$ cat src/rtl/core/stsch_pkg.sv
`default_nettype none
// ----------------------------------------------------------------------------
// stsch_pkg
// Shared types, codes and constants of the sorted timeout scheduler.
// ----------------------------------------------------------------------------
package stsch_pkg;

    localparam int NUM_SLOTS_DEF = 16;
    localparam logic [15:0] TICK_MAX = 16'hFFFF;

    typedef logic [1:0] cmd_code_t;
    localparam cmd_code_t CMD_TICK    = 2'd0;
    localparam cmd_code_t CMD_REQUEST = 2'd1;
    localparam cmd_code_t CMD_CANCEL  = 2'd2;

    typedef logic [2:0] kind_t;
    localparam kind_t KIND_EXPIRED   = 3'd0;
    localparam kind_t KIND_NO_EXPIRY = 3'd1;
    localparam kind_t KIND_ACCEPTED  = 3'd2;
    localparam kind_t KIND_POOL_FULL = 3'd3;
    localparam kind_t KIND_CANCELLED = 3'd4;
    localparam kind_t KIND_INACTIVE  = 3'd5;

    typedef enum logic [3:0] {
        ST_IDLE,
        ST_DIV,
        ST_ARM_RD,
        ST_ARM_REB,
        ST_ARM_SCAN,
        ST_ARM_INS,
        ST_TICK_CHK,
        ST_EMIT,
        ST_CANCEL
    } state_t;

    typedef struct packed {
        logic  accept;
        logic  div_start;
        logic  req_wr;
        logic  arm_rd;
        logic  arm_reb;
        logic  scan_step;
        logic  arm_ins;
        logic  tick_start;
        logic  tick_step;
        logic  emit;
        kind_t emit_kind;
        logic  emit_use_slot;
        logic  cancel_do;
    } stsch_cmd_t;

    typedef struct packed {
        logic list_empty;
        logic pool_full;
        logic head_match;
        logic head_repeat;
        logic have_prev;
        logic out_free;
        logic div_done;
        logic scan_more;
    } stsch_status_t;

endpackage
`default_nettype wire

$ cat src/rtl/core/stsch_if.sv
`default_nettype none
// ----------------------------------------------------------------------------
// stsch_if
// Valid/ready channels for scheduler commands and results.
// ----------------------------------------------------------------------------
interface stsch_in_if;
    logic        valid;
    logic        ready;
    logic [1:0]  cmd;
    logic        repeat_req;
    logic [15:0] period_ms;
    logic [3:0]  handle;

    modport source (output valid, cmd, repeat_req, period_ms, handle, input ready);
    modport sink   (input valid, cmd, repeat_req, period_ms, handle, output ready);
endinterface

interface stsch_out_if;
    logic       valid;
    logic       ready;
    logic [2:0] kind;
    logic [3:0] slot;
    logic [4:0] high_water;
    logic       last;

    modport source (output valid, kind, slot, high_water, last, input ready);
    modport sink   (input valid, kind, slot, high_water, last, output ready);
endinterface
`default_nettype wire

$ cat src/rtl/core/stsch_div.sv
`default_nettype none
// ----------------------------------------------------------------------------
// stsch_div
// Restoring divider, one quotient bit per cycle, 17-bit by 8-bit.
// ----------------------------------------------------------------------------
module stsch_div (
    input  wire logic        clk,
    input  wire logic        rst_n,
    input  wire logic        start,
    input  wire logic [16:0] num,
    input  wire logic [7:0]  den,
    output logic             done,
    output logic [16:0]      quo
);
    localparam int NUM_W = 17;
    localparam logic [4:0] LAST_BIT = 5'(NUM_W - 1);

    logic [16:0] num_reg;
    logic [7:0]  rem_reg, rem_next;
    logic [7:0]  den_reg;
    logic [4:0]  cnt_reg;
    logic        busy_reg;
    logic        done_reg;
    logic [8:0]  trial;
    logic        ge;

    always_comb
    begin
        trial    = {rem_reg, num_reg[NUM_W-1]};
        ge       = trial >= {1'b0, den_reg};
        rem_next = ge ? 8'(trial - {1'b0, den_reg}) : trial[7:0];
    end

    always_ff @(posedge clk or negedge rst_n)
    begin
        if (!rst_n)
        begin
            busy_reg <= 1'b0;
            done_reg <= 1'b0;
            cnt_reg  <= '0;
        end
        else
        begin
            done_reg <= 1'b0;
            if (start)
            begin
                busy_reg <= 1'b1;
                cnt_reg  <= '0;
            end
            else if (busy_reg)
            begin
                cnt_reg <= cnt_reg + 5'd1;
                if (cnt_reg == LAST_BIT)
                begin
                    busy_reg <= 1'b0;
                    done_reg <= 1'b1;
                end
            end
        end
    end

    always_ff @(posedge clk)
    begin
        if (start)
        begin
            num_reg <= num;
            rem_reg <= '0;
            den_reg <= den;
        end
        else if (busy_reg)
        begin
            num_reg <= {num_reg[NUM_W-2:0], ge};
            rem_reg <= rem_next;
        end
    end

    assign done = done_reg;
    assign quo  = num_reg;
endmodule
`default_nettype wire

$ cat src/rtl/core/stsch_ctrl.sv
`default_nettype none
// ----------------------------------------------------------------------------
// stsch_ctrl
// Sequencer for tick, request and cancel handling.
// ----------------------------------------------------------------------------
module stsch_ctrl (
    input  wire logic                   clk,
    input  wire logic                   rst_n,
    input  wire logic                   in_valid,
    input  wire logic [1:0]             in_cmd,
    output logic                        in_ready,
    input  wire stsch_pkg::stsch_status_t sts,
    output stsch_pkg::stsch_cmd_t       cmd
);
    import stsch_pkg::*;

    state_t state_reg, state_next;
    logic   arm_tick_reg, arm_tick_next;
    kind_t  kind_reg, kind_next;
    logic   use_slot_reg, use_slot_next;

    always_ff @(posedge clk or negedge rst_n)
    begin
        if (!rst_n)
        begin
            state_reg    <= ST_IDLE;
            arm_tick_reg <= 1'b0;
            kind_reg     <= KIND_NO_EXPIRY;
            use_slot_reg <= 1'b0;
        end
        else
        begin
            state_reg    <= state_next;
            arm_tick_reg <= arm_tick_next;
            kind_reg     <= kind_next;
            use_slot_reg <= use_slot_next;
        end
    end

    always_comb
    begin
        state_next        = state_reg;
        arm_tick_next     = arm_tick_reg;
        kind_next         = kind_reg;
        use_slot_next     = use_slot_reg;
        cmd               = '0;
        cmd.emit_kind     = kind_reg;
        cmd.emit_use_slot = use_slot_reg;
        in_ready          = 1'b0;
        case (state_reg)
            ST_IDLE:
            begin
                in_ready = 1'b1;
                if (in_valid)
                begin
                    cmd.accept = 1'b1;
                    case (in_cmd)
                        CMD_TICK:
                        begin
                            if (sts.list_empty)
                            begin
                                kind_next     = KIND_NO_EXPIRY;
                                use_slot_next = 1'b0;
                                state_next    = ST_EMIT;
                            end
                            else
                            begin
                                cmd.tick_start = 1'b1;
                                state_next     = ST_TICK_CHK;
                            end
                        end
                        CMD_REQUEST:
                        begin
                            if (sts.pool_full)
                            begin
                                kind_next     = KIND_POOL_FULL;
                                use_slot_next = 1'b0;
                                state_next    = ST_EMIT;
                            end
                            else
                            begin
                                cmd.div_start = 1'b1;
                                state_next    = ST_DIV;
                            end
                        end
                        CMD_CANCEL:
                        begin
                            state_next = ST_CANCEL;
                        end
                        default:
                        begin
                            state_next = ST_IDLE;
                        end
                    endcase
                end
            end
            ST_DIV:
            begin
                if (sts.div_done)
                begin
                    cmd.req_wr    = 1'b1;
                    arm_tick_next = 1'b0;
                    state_next    = ST_ARM_RD;
                end
            end
            ST_ARM_RD:
            begin
                cmd.arm_rd = 1'b1;
                state_next = ST_ARM_REB;
            end
            ST_ARM_REB:
            begin
                cmd.arm_reb = 1'b1;
                state_next  = ST_ARM_SCAN;
            end
            ST_ARM_SCAN:
            begin
                if (sts.scan_more)
                begin
                    cmd.scan_step = 1'b1;
                end
                else
                begin
                    state_next = ST_ARM_INS;
                end
            end
            ST_ARM_INS:
            begin
                cmd.arm_ins = 1'b1;
                if (arm_tick_reg)
                begin
                    state_next = ST_TICK_CHK;
                end
                else
                begin
                    kind_next     = KIND_ACCEPTED;
                    use_slot_next = 1'b1;
                    state_next    = ST_EMIT;
                end
            end
            ST_TICK_CHK:
            begin
                // The previous expiry is held back until it is known whether
                // another one follows, so that its last flag is right.
                if (sts.out_free)
                begin
                    cmd.tick_step = 1'b1;
                    if (sts.head_match)
                    begin
                        if (sts.head_repeat)
                        begin
                            arm_tick_next = 1'b1;
                            state_next    = ST_ARM_RD;
                        end
                    end
                    else
                    begin
                        state_next = ST_IDLE;
                    end
                end
            end
            ST_EMIT:
            begin
                if (sts.out_free)
                begin
                    cmd.emit   = 1'b1;
                    state_next = ST_IDLE;
                end
            end
            ST_CANCEL:
            begin
                if (sts.out_free)
                begin
                    cmd.cancel_do = 1'b1;
                    state_next    = ST_IDLE;
                end
            end
            default:
            begin
                state_next = ST_IDLE;
            end
        endcase
    end
endmodule
`default_nettype wire

$ cat src/rtl/core/stsch_dp.sv
`default_nettype none
// ----------------------------------------------------------------------------
// stsch_dp
// Slot pool, deadline-ordered list, tick counter and result register.
// ----------------------------------------------------------------------------
module stsch_dp #(
    parameter int NUM_SLOTS = stsch_pkg::NUM_SLOTS_DEF
) (
    input  wire logic                 clk,
    input  wire logic                 rst_n,
    input  wire logic                 cfg_we,
    input  wire logic [7:0]           cfg_wdata,
    input  wire logic                 in_repeat_req,
    input  wire logic [15:0]          in_period_ms,
    input  wire logic [3:0]           in_handle,
    input  wire stsch_pkg::stsch_cmd_t cmd,
    output stsch_pkg::stsch_status_t  sts,
    output logic                      out_valid,
    input  wire logic                 out_ready,
    output logic [2:0]                out_kind,
    output logic [3:0]                out_slot,
    output logic [4:0]                out_high_water,
    output logic                      out_last
);
    import stsch_pkg::*;

    localparam int SW = $clog2(NUM_SLOTS);
    localparam int CW = $clog2(NUM_SLOTS + 1);
    localparam logic [CW-1:0] FULL_LEN = CW'(NUM_SLOTS);

    logic [7:0]    mpt_reg;
    logic [15:0]   count_reg;
    logic [NUM_SLOTS-1:0] active_reg;
    logic [NUM_SLOTS-1:0] rep_reg;
    logic [15:0]   period_mem [NUM_SLOTS];
    logic [SW-1:0] ord_slot [NUM_SLOTS];
    logic [15:0]   ord_dl [NUM_SLOTS];
    logic [CW-1:0] len_reg;
    logic [CW-1:0] peak_reg;
    logic [CW-1:0] n_reg;
    logic          have_prev_reg;
    logic [SW-1:0] cur_reg;
    logic [15:0]   per_reg;
    logic [15:0]   dl_reg;
    logic [CW-1:0] pos_reg;
    logic          rep_in_reg;
    logic [3:0]    hdl_reg;
    logic          out_valid_reg;
    kind_t         out_kind_reg;
    logic [3:0]    out_slot_reg;
    logic [4:0]    out_hw_reg;
    logic          out_last_reg;

    logic [SW-1:0] free_idx;
    logic [SW-1:0] head_slot;
    logic          head_match;
    logic          out_free;
    logic [SW-1:0] hdl_idx;
    logic          cancel_ok;
    logic [SW-1:0] cpos;
    logic          cfound;
    logic [SW-1:0] pos_idx;
    logic          reb;
    logic [7:0]    div_den;
    logic [16:0]   div_num;
    logic          div_done;
    logic [16:0]   div_quo;
    logic [15:0]   ticks;
    logic [CW-1:0] cur_plus;
    logic          do_remove;
    logic [SW-1:0] rm_pos;
    logic          do_insert;
    logic          do_emit;
    kind_t         emit_kind;
    logic [3:0]    emit_slot;

    // Period conversion rounds to nearest; a zero divisor counts as one.
    assign div_den = (mpt_reg == 8'd0) ? 8'd1 : mpt_reg;
    assign div_num = {1'b0, in_period_ms} + {10'd0, div_den[7:1]};

    stsch_div u_div (
        .clk   (clk),
        .rst_n (rst_n),
        .start (cmd.div_start),
        .num   (div_num),
        .den   (div_den),
        .done  (div_done),
        .quo   (div_quo)
    );

    always_comb
    begin
        free_idx = '0;
        for (int i = NUM_SLOTS - 1; i >= 0; i--)
        begin
            if (!active_reg[i])
            begin
                free_idx = SW'(i);
            end
        end
    end

    always_comb
    begin
        cfound = 1'b0;
        cpos   = '0;
        for (int i = 0; i < NUM_SLOTS; i++)
        begin
            if (!cfound && (CW'(i) < len_reg) && (ord_slot[i] == hdl_idx))
            begin
                cfound = 1'b1;
                cpos   = SW'(i);
            end
        end
    end

    assign head_slot  = ord_slot[0];
    assign head_match = (len_reg != '0) && (ord_dl[0] == count_reg) && (n_reg < FULL_LEN);
    assign out_free   = !out_valid_reg || out_ready;
    assign hdl_idx    = SW'(hdl_reg);
    assign cancel_ok  = (32'(hdl_reg) < NUM_SLOTS) && active_reg[hdl_idx];
    assign pos_idx    = pos_reg[SW-1:0];
    assign reb        = ({1'b0, per_reg} + {1'b0, count_reg}) > {1'b0, TICK_MAX};
    assign ticks      = (div_quo == 17'd0) ? 16'd1 : div_quo[15:0];
    assign cur_plus   = CW'(cur_reg) + CW'(1);

    always_comb
    begin
        sts.list_empty  = (len_reg == '0);
        sts.pool_full   = &active_reg;
        sts.head_match  = head_match;
        sts.head_repeat = rep_reg[head_slot];
        sts.have_prev   = have_prev_reg;
        sts.out_free    = out_free;
        sts.div_done    = div_done;
        sts.scan_more   = (pos_reg < len_reg) ? (ord_dl[pos_idx] <= dl_reg) : 1'b0;
    end

    always_comb
    begin
        do_remove = 1'b0;
        rm_pos    = '0;
        if (cmd.tick_step && head_match)
        begin
            do_remove = 1'b1;
        end
        else if (cmd.cancel_do && cancel_ok && cfound)
        begin
            do_remove = 1'b1;
            rm_pos    = cpos;
        end
        do_insert = cmd.arm_ins && (len_reg < FULL_LEN);
    end

    always_comb
    begin
        do_emit   = 1'b0;
        emit_kind = cmd.emit_kind;
        emit_slot = '0;
        if (cmd.emit)
        begin
            do_emit   = 1'b1;
            emit_slot = cmd.emit_use_slot ? 4'(cur_reg) : 4'd0;
        end
        else if (cmd.tick_step)
        begin
            if (have_prev_reg)
            begin
                do_emit   = 1'b1;
                emit_kind = KIND_EXPIRED;
                emit_slot = 4'(cur_reg);
            end
            else if (!head_match)
            begin
                do_emit   = 1'b1;
                emit_kind = KIND_NO_EXPIRY;
            end
        end
        else if (cmd.cancel_do)
        begin
            do_emit   = 1'b1;
            emit_kind = cancel_ok ? KIND_CANCELLED : KIND_INACTIVE;
            emit_slot = cancel_ok ? hdl_reg : 4'd0;
        end
    end

    always_ff @(posedge clk or negedge rst_n)
    begin
        if (!rst_n)
        begin
            mpt_reg       <= 8'd1;
            count_reg     <= '0;
            active_reg    <= '0;
            len_reg       <= '0;
            peak_reg      <= '0;
            n_reg         <= '0;
            have_prev_reg <= 1'b0;
            out_valid_reg <= 1'b0;
        end
        else
        begin
            if (cfg_we)
            begin
                mpt_reg <= cfg_wdata;
            end
            if (do_emit)
            begin
                out_valid_reg <= 1'b1;
            end
            else if (out_ready)
            begin
                out_valid_reg <= 1'b0;
            end
            if (cmd.tick_start)
            begin
                count_reg     <= count_reg + 16'd1;
                n_reg         <= '0;
                have_prev_reg <= 1'b0;
            end
            if (cmd.tick_step && head_match)
            begin
                active_reg[head_slot] <= 1'b0;
                n_reg                 <= n_reg + CW'(1);
                have_prev_reg         <= 1'b1;
            end
            if (cmd.cancel_do && cancel_ok)
            begin
                active_reg[hdl_idx] <= 1'b0;
            end
            if (cmd.req_wr && (cur_plus > peak_reg))
            begin
                peak_reg <= cur_plus;
            end
            if (cmd.arm_reb && reb)
            begin
                count_reg <= '0;
            end
            if (do_remove)
            begin
                len_reg <= len_reg - CW'(1);
            end
            else if (do_insert)
            begin
                len_reg             <= len_reg + CW'(1);
                active_reg[cur_reg] <= 1'b1;
            end
        end
    end

    // Ordered list: entry 0 is the earliest deadline.
    always_ff @(posedge clk)
    begin
        if (do_remove)
        begin
            for (int i = 0; i < NUM_SLOTS - 1; i++)
            begin
                if (i >= int'(rm_pos))
                begin
                    ord_slot[i] <= ord_slot[i+1];
                    ord_dl[i]   <= ord_dl[i+1];
                end
            end
        end
        else if (do_insert)
        begin
            for (int i = 1; i < NUM_SLOTS; i++)
            begin
                if (i > int'(pos_idx))
                begin
                    ord_slot[i] <= ord_slot[i-1];
                    ord_dl[i]   <= ord_dl[i-1];
                end
            end
            ord_slot[pos_idx] <= cur_reg;
            ord_dl[pos_idx]   <= dl_reg;
        end
        else if (cmd.arm_reb && reb)
        begin
            for (int i = 0; i < NUM_SLOTS; i++)
            begin
                if (CW'(i) < len_reg)
                begin
                    ord_dl[i] <= ord_dl[i] - count_reg;
                end
            end
        end
    end

    always_ff @(posedge clk)
    begin
        if (cmd.req_wr)
        begin
            period_mem[cur_reg] <= ticks;
        end
        if (cmd.arm_rd)
        begin
            per_reg <= period_mem[cur_reg];
        end
    end

    always_ff @(posedge clk)
    begin
        if (cmd.accept)
        begin
            rep_in_reg <= in_repeat_req;
            hdl_reg    <= in_handle;
        end
        if (cmd.div_start)
        begin
            cur_reg <= free_idx;
        end
        if (cmd.req_wr)
        begin
            rep_reg[cur_reg] <= rep_in_reg;
        end
        if (cmd.tick_step && head_match)
        begin
            cur_reg <= head_slot;
        end
        if (cmd.arm_reb)
        begin
            dl_reg  <= reb ? per_reg : per_reg + count_reg;
            pos_reg <= '0;
        end
        if (cmd.scan_step)
        begin
            pos_reg <= pos_reg + CW'(1);
        end
        if (do_emit)
        begin
            out_kind_reg <= emit_kind;
            out_slot_reg <= emit_slot;
            out_hw_reg   <= 5'(peak_reg);
            out_last_reg <= !(cmd.tick_step && have_prev_reg && head_match);
        end
    end

    assign out_valid      = out_valid_reg;
    assign out_kind       = out_kind_reg;
    assign out_slot       = out_slot_reg;
    assign out_high_water = out_hw_reg;
    assign out_last       = out_last_reg;
endmodule
`default_nettype wire

$ cat src/rtl/core/sorted_timeout_scheduler_unit.sv
`default_nettype none
// ----------------------------------------------------------------------------
// sorted_timeout_scheduler_unit
// Timeout slot pool kept in deadline order, with tick, request and cancel.
// ----------------------------------------------------------------------------
// A request converts its period in the serial divider, then scans the ordered
// list one entry per cycle over the pending entries up to its place and inserts
// there. A tick removes each expired head and re-arms each repeating slot with a
// scan and insert as for a request. One command is in work at a time.
// Reset clears the counter, list length, peak and active flags at once;
// no clearing pass is needed.
module sorted_timeout_scheduler_unit #(
    parameter int NUM_SLOTS = stsch_pkg::NUM_SLOTS_DEF
) (
    input  wire logic       clk,
    input  wire logic       rst_n,
    input  wire logic       cfg_we,
    input  wire logic [7:0] cfg_wdata,
    stsch_in_if.sink        in_ch,
    stsch_out_if.source     out_ch
);
    import stsch_pkg::*;

    stsch_cmd_t    cmd;
    stsch_status_t sts;
    logic          in_ready;

    stsch_ctrl u_ctrl (
        .clk      (clk),
        .rst_n    (rst_n),
        .in_valid (in_ch.valid),
        .in_cmd   (in_ch.cmd),
        .in_ready (in_ready),
        .sts      (sts),
        .cmd      (cmd)
    );

    stsch_dp #(
        .NUM_SLOTS (NUM_SLOTS)
    ) u_dp (
        .clk            (clk),
        .rst_n          (rst_n),
        .cfg_we         (cfg_we),
        .cfg_wdata      (cfg_wdata),
        .in_repeat_req  (in_ch.repeat_req),
        .in_period_ms   (in_ch.period_ms),
        .in_handle      (in_ch.handle),
        .cmd            (cmd),
        .sts            (sts),
        .out_valid      (out_ch.valid),
        .out_ready      (out_ch.ready),
        .out_kind       (out_ch.kind),
        .out_slot       (out_ch.slot),
        .out_high_water (out_ch.high_water),
        .out_last       (out_ch.last)
    );

    assign in_ch.ready = in_ready;
endmodule
`default_nettype wire
$ cat src/flat_wrapper.sv
// flat-port wrapper written by rule: the top's interface ports become plain ports
module sorted_timeout_scheduler_unit_flat import stsch_pkg::*;
#(
    parameter int NUM_SLOTS = stsch_pkg::NUM_SLOTS_DEF
)
  (clk, rst_n, cfg_we, cfg_wdata, in_ch_valid, in_ch_cmd, in_ch_repeat_req, in_ch_period_ms, in_ch_handle, in_ch_ready, out_ch_valid, out_ch_kind, out_ch_slot, out_ch_high_water, out_ch_last, out_ch_ready);
  stsch_in_if in_ch_i ();
  stsch_out_if out_ch_i ();
  input  wire logic clk;
  input  wire logic rst_n;
  input  wire logic cfg_we;
  input  wire logic [7:0] cfg_wdata;
  input wire logic [$bits(in_ch_i.valid)-1:0] in_ch_valid;
  input wire logic [$bits(in_ch_i.cmd)-1:0] in_ch_cmd;
  input wire logic [$bits(in_ch_i.repeat_req)-1:0] in_ch_repeat_req;
  input wire logic [$bits(in_ch_i.period_ms)-1:0] in_ch_period_ms;
  input wire logic [$bits(in_ch_i.handle)-1:0] in_ch_handle;
  output wire logic [$bits(in_ch_i.ready)-1:0] in_ch_ready;
  output wire logic [$bits(out_ch_i.valid)-1:0] out_ch_valid;
  output wire logic [$bits(out_ch_i.kind)-1:0] out_ch_kind;
  output wire logic [$bits(out_ch_i.slot)-1:0] out_ch_slot;
  output wire logic [$bits(out_ch_i.high_water)-1:0] out_ch_high_water;
  output wire logic [$bits(out_ch_i.last)-1:0] out_ch_last;
  input wire logic [$bits(out_ch_i.ready)-1:0] out_ch_ready;
  assign in_ch_i.valid = in_ch_valid;
  assign in_ch_i.cmd = in_ch_cmd;
  assign in_ch_i.repeat_req = in_ch_repeat_req;
  assign in_ch_i.period_ms = in_ch_period_ms;
  assign in_ch_i.handle = in_ch_handle;
  assign in_ch_ready = in_ch_i.ready;
  assign out_ch_valid = out_ch_i.valid;
  assign out_ch_kind = out_ch_i.kind;
  assign out_ch_slot = out_ch_i.slot;
  assign out_ch_high_water = out_ch_i.high_water;
  assign out_ch_last = out_ch_i.last;
  assign out_ch_i.ready = out_ch_ready;
  sorted_timeout_scheduler_unit #(.NUM_SLOTS(NUM_SLOTS)) u_core (.clk(clk), .rst_n(rst_n), .cfg_we(cfg_we), .cfg_wdata(cfg_wdata), .in_ch(in_ch_i), .out_ch(out_ch_i));
endmodule
$ cat config.mk
export PLATFORM = sky130hd
export DESIGN_NAME = sorted_timeout_scheduler_unit_flat
export DESIGN_NICKNAME = d
export VERILOG_FILES = /design/src/rtl/core/stsch_pkg.sv /design/src/rtl/core/stsch_if.sv /design/src/rtl/core/stsch_div.sv /design/src/rtl/core/stsch_ctrl.sv /design/src/rtl/core/stsch_dp.sv /design/src/rtl/core/sorted_timeout_scheduler_unit.sv /design/src/flat_wrapper.sv
export SDC_FILE = /design/constraint.sdc
export NUM_CORES = 2
export LEC_CHECK = 0
export ABC_AREA = 1
export BUFFER_PORTS_ARGS = -buffer_cell sky130_fd_sc_hd__buf_2
export CAP_MARGIN = 40
export CORE_ASPECT_RATIO = 1.75
export CORE_MARGIN = 2
export CORE_UTILIZATION = 35
export DETAILED_ROUTE_END_ITERATION = 8
export PLACE_DENSITY = 0.59
export RECOVER_POWER = 50
export SLEW_MARGIN = 20
export SYNTH_ARGS = -nofsm -noshare
export SYNTH_HDL_FRONTEND = slang
export SYNTH_HIERARCHICAL = 1
export SYNTH_SLANG_ARGS = --single-unit
$ cat constraint.sdc
create_clock -name clk -period 4.2 [get_ports clk]
set_clock_uncertainty 0.15 [all_clocks]
set_input_delay 1.05 -clock clk [delete_from_list [all_inputs] [get_ports clk]]
set_output_delay 1.05 -clock clk [all_outputs]
set_load 0.02 [all_outputs]
# --- Yosys cells after proc, flatten, opt, wreduce, memory -nomap -nowiden ---
# Memory sizes are Yosys's and may differ from the RTL's. A register that Yosys moved wholly into a read port is not among the register bits.
# Cells that the tools add are included.
classes:
  addsub: 27
  magnitude_cmp: 59
  n_eq_ne: 40
  n_mux: 402
  bitwise: 49
  n_reduce_logical: 84
ops:
  columns: ["cell", "count"]
  rows:
  - ["two-way mux 16 bit", 39]
  - ["two-way mux 1 bit", 261]
  - ["two-way mux 4 bit", 65]
  - ["subtractor 16 bit", 16]
  - ["== test 4 bit", 16]
  - ["logical AND 1 bit", 44]
  - ["OR 1 bit", 44]
  - ["< comparator 4 x 5 -> 1 bit (first input constant)", 8]
  - ["two-way mux 5 bit", 8]
  - ["two-way mux 17 bit", 2]
  - ["bitwise AND 16 bit", 2]
  - ["greater-than comparator 4 bit (first input constant)", 8]
  - ["inverter 16 bit", 2]
  - ["one-hot mux 4 bit (8 select lines)", 1]
  - ["two-way mux 3 bit", 10]
  - [">= comparator 4 bit (first input constant)", 7]
  - ["adder 5 x 1 -> 5 bit (second input constant)", 4]
  - ["< comparator 3 x 5 -> 1 bit (first input constant)", 4]
  - ["nonzero test 2 bit", 9]
  - ["adder 16 x 16 -> 17 bit", 1]
  - ["adder 16 x 7 -> 17 bit", 1]
  - ["greater-than comparator 17 x 16 -> 1 bit (second input constant)", 1]
  - ["logical NOT 1 bit", 17]
  - ["logical NOT 17 bit", 1]
  - ["other kinds (53)", 90]
word_totals:
  regBits: 165
  mem_bits_rw: 576
  inputBits: 36
  word_cells: 693
  memories: 3
mem_list:
  columns: ["name", "words", "width", "rd", "rd_ports_with_merged_regs", "write_ports", "line_no", "text"]
  rows:
  - ["u_core.u_dp.ord_dl", 16, 16, 17, 1, 16, "stsch_dp.sv:37", "logic [15:0] ord_dl [NUM_SLOTS];"]
  - ["u_core.u_dp.period_mem", 16, 16, 1, 1, 1, "stsch_dp.sv:35", "logic [15:0] period_mem [NUM_SLOTS];"]
  - ["u_core.u_dp.ord_slot", 16, 4, 16, 0, 16, "stsch_dp.sv:36", "logic [SW-1:0] ord_slot [NUM_SLOTS];"]

# --- Depth between registers and ports, before layout ---
# An unclocked memory read counts as a cell.
logic_depth:
  depth_word: 73
  depth_mapped: 24
  depth_no_buf: 23

# --- By module ---
# The synthesis kept the hierarchy.
modules_own_cells:
  columns: ["module", "n_inst", "cells_per_inst", "area_per_inst_um2"]
  rows:
  - ["stsch_dp", 1, 6084, 49875.3]
  - ["stsch_div", 1, 244, 2129.5]
  - ["stsch_ctrl", 1, 119, 749.5]

# --- Worst setup path after synthesis ---
# OpenSTA, ideal clock, no wires.
synth_path:
  path_type: "reg2reg"
  start: "reg u_core.u_dp.count_reg[1]"
  end: "mem u_core.u_dp.ord_dl[8][0] (enable)"
  setup_time_ns: 0.451
  t_arrival_ns: 4.013
  setup_slack_ns: -0.415
  path_stages_with_launch: 14
  path_buffers: 2
  period_less_slack_ns: 4.615
  cell_sequence: "dfrtp_1 inv_1 ha_1 nand2_1 nor2_1 nand2_1 nor4_1 nand2_1 nand2_2 nor2_8 nand4_1 clkbuf_1 clkbuf_1 nand4_1"
synth_lines:
  columns: ["item", "line_no", "text"]
  rows:
  - ["start: declaration", "stsch_dp.sv:32", "logic [15:0] count_reg;"]
  - ["start signal: assignment", "stsch_dp.sv:216", "count_reg <= count_reg + 16'd1;"]
  - ["end: declaration", "stsch_dp.sv:37", null]

# --- Final worst setup path ---
layout_path:
  start: "reg u_core.u_dp.cur_reg[3]"
  end: "mem u_core.u_dp.period_mem[8][0] (enable)"
layout_lines:
  columns: ["item", "line_no", "text"]
  rows:
  - ["start: declaration", "stsch_dp.sv:42", "logic [SW-1:0] cur_reg;"]
  - ["start signal: assignment", "stsch_dp.sv:310", "cur_reg <= free_idx;"]
  - ["start signal: assignment", "stsch_dp.sv:318", "cur_reg <= head_slot;"]
  - ["end: declaration", "stsch_dp.sv:35", null]
# No word-level cell before the write port.

==> results.py <==
metrics = {
    "run_status": {
        "status": "finished, violations left",
        "violations": "capacitance limit, slew limit, setup timing",
    },
    "sta": {
        "worst_pin_slew_ns": 3.17,
        "layout_setup_ws_ns": -0.0503,
        "fin_crit_ns": 4.25,
        "rsz0062_at_grt": "true",
        "finalHoldViolCount": 0,
        "max_freq_mhz": 235,
        "setup_violations": 33,
        "fin_hold_ws_ns": 0.310,
        "maxSlewHeadroom_pct": -111,
        "finalMaxSlewViolations": 356,
        "fin_crit_sh_pct": 101,
    },
    "floorplanning": {
        "die_y_um": 518,
        "start_util_pct": 35.2,
        "fp.coreArea_mm2": 0.150,
        "rows": 188,
        "io_pins": 51,
        "dieArea_mm2": 0.154,
        "fp.dieW_um": 297,
    },
    "run": {
        "maxCapViolations": 12,
    },
    "min_path": {
        "min_to": "u_core/u_dp/out_high_water[3]",
        "hold_depth": 0,
        "min_from": "u_core/u_dp/peak_reg[3]",
        "min_path_type": "reg2reg",
    },
    "setup_path": {
        "worstSetupPathDepth": 6,
        "critPathTopFamily": "buffers and inverters",
        "cp_max_fo": 17,
        "r2r-start": "u_core/u_dp/cur_reg[3]",
        "ff2ff_path_depth": 6,
        "critPathKind": "reg2reg",
        "crit_slowest_cell": "clkbuf_1",
        "crit_path_frequent_cell": "clkbuf_1",
        "end_kind": "register",
        "cp_data_required_time_ns": 4.34,
        "r2r_end": "u_core/u_dp/period_mem[8][0]",
        "cp_slowest_stage_delay_ns": 1.21,
        "cp_data_arrival_time_ns": 4.39,
        "reg2reg_slack_ns": -0.05,
        "worst-path-buf-inv": 3,
        "worst_setup_path_start_kind": "register",
        "crit_path_cell_trace": "inv_1, clkbuf_1, nor2_1, nand2_1, nor2_2, clkbuf_1",
    },
    "global_routing": {
        "grt_max_degree": 142,
        "antenna_found_initial": 15,
        "grt_pass1_wl_um": 334000,
        "grt_use_total_pct": 29.9,
        "grt_pass1_vias": 49100,
        "grt_overflow": 0,
    },
    "power": {
        "p_per_area_mw_per_mm2": 511,
        "netSwitchingFraction_pct": 41.7,
        "p_int_mw": 18.1,
        "p_comb_share_pct": 41.8,
        "p_sw_mw": 12.9,
        "ir_drop_v": 0.000461,
        "p_clk_share_pct": 24.2,
        "p_seq_share_pct": 34.0,
        "p_leak_nw": 25.6,
        "fin_total_pwr_mw": 31.0,
    },
    "routing": {
        "routed_via_density": 5.68,
        "routed_wl_um": 236000,
        "drcViolationCount": 0,
        "wl_per_cell_um": 27.0,
        "first_pass_iters": 7,
        "vias": 49600,
        "drtIter0Drc": 4527,
        "ant_nets": 0,
    },
    "yosys": {
        "syn_nets": 6813,
        "yosys_warnings": 6,
        "postSynthAreaPerCell_um2": 8.18,
        "synthCells": 6446,
        "netlist_area_mm2": 0.0527,
    },
    "clock_tree": {
        "cts_root_buf": "clkbuf_16",
        "cts_tree": "done",
        "worstSkewPairLatency_ns": 0.72,
        "numCtsBuffers": 76,
        "path_clk_slew_ns": 0.06,
        "cts.sinks": 760,
        "ctsHoldBuffers": 0,
        "clock_path_buffers": 3,
        "h-tree-depth": 3,
    },
    "final_layout": {
        "post-route-util_pct": 40.5,
        "nFillCells": 15200,
        "layout_top_registers": "u_core/u_dp/ord_dl x256, u_core/u_dp/period_mem x256, u_core/u_dp/ord_slot x64",
        "nets": 7025,
        "syn2layout_area_growth_pct": 15.1,
        "drive_gt1_share_pct": 10.3,
    },
    "placed_design": {
        "port_buffers": 50,
        "hpwl_um": 179000,
        "place.gp.congestion": 1.05,
    },
}
-- cell type report --
cell class	count	area (um2)	area share, %
antenna	7	17.5	0.0289
clock buffer	86	1960	3.23
clock inverter	52	704	1.16
inverter	581	2180	3.60
multi-input combinational	4771	26900	44.3
sequential	760	22400	36.8
tap	1995	2500	4.11
timing repair buffer	468	4100	6.75
-- placed cells by master (no fill, tap or decap), types with 115 or more instances in the layout --
cell / instances
o22ai_1: 115
a21oi_1: 440
nand2_1: 1321
o21ai_0: 626
xor2_1: 210
buf_4: 319
edfxtp_1: 676
nor2_1: 558
nand3_1: 440
ha_1: 312
inv_1: 531
-- routing by layer --
| layer | vias up | GRT usage [%] | part of all wire [%] |
|---|---|---|---|
| li1 | 22800 | - | - |
| met2 | 2263 | 53.0 | 50 |
| met1 | 23600 | 29.2 | 32 |
| met5 | - | 0 | 0.010 |
| met4 | 4 | 29.3 | 12 |
| met3 | 931 | 4.81 | 6.2 |
-- metrics by stage --
stage | setup slack, ns | TNS [ns] | instances | instance area [um2]
2_1_floorplan | 0.00842 | 0 | 6446 | 52700
3_3_place_gp | -0.138 | -1.92 | 8563 | 58000
3_5_place_dp | -0.157 | -1.92 | 8564 | 58000
4_1_cts | 0.0257 | 0 | 8703 | 60700
5_1_grt | -0.171 | -18.45 | 8716 | 60700
6_report | -0.0503 | -0.777 | 8720 | 60700
-- power by group through the flow --
stage               Sequential (mW)  Clock [mW]  Combinational (mW)
floorplan                      10.1           0                7.83
global placement               10.7           0                12.5
detailed placement             10.7           0                12.6
CTS                            10.5        7.62                12.7
global route                   10.6        7.82                14.0
finish                         10.5        7.51                13.0
-- worst max path at each step --
stage / start / end / slack (ns)
floorplan: u_core/u_dp/count_reg[0] / u_core/u_dp/ord_dl[4][0] / 0.008
global placement: u_core/u_dp/count_reg[6] / u_core/u_dp/ord_dl[13][15] / -0.14
detailed placement: u_core/u_dp/count_reg[6] / u_core/u_dp/ord_dl[13][6] / -0.16
CTS: u_core/u_dp/count_reg[11] / u_core/u_dp/ord_dl[7][14] / 0.03
global route: u_core/u_dp/count_reg[2] / u_core/u_dp/ord_dl[13][15] / -0.17
finish: u_core/u_dp/cur_reg[3] / u_core/u_dp/period_mem[8][0] / -0.05
-- worst reg2reg max path, delay by kind of cell (launching register included) --
kind	cells	cell delay [ns]
DFF	1	0.93
buffers and inverters	3	1.96
and+or+nand+nor	3	0.78
-- what timing repair did --
action,CTS,global route
pin swaps,1,8
resized for setup,2,43
cloned,0,2
buffers inserted,1,6
endpoints found under the setup margin,20,590
No activity file was read; power rests on OpenSTA's default activity.
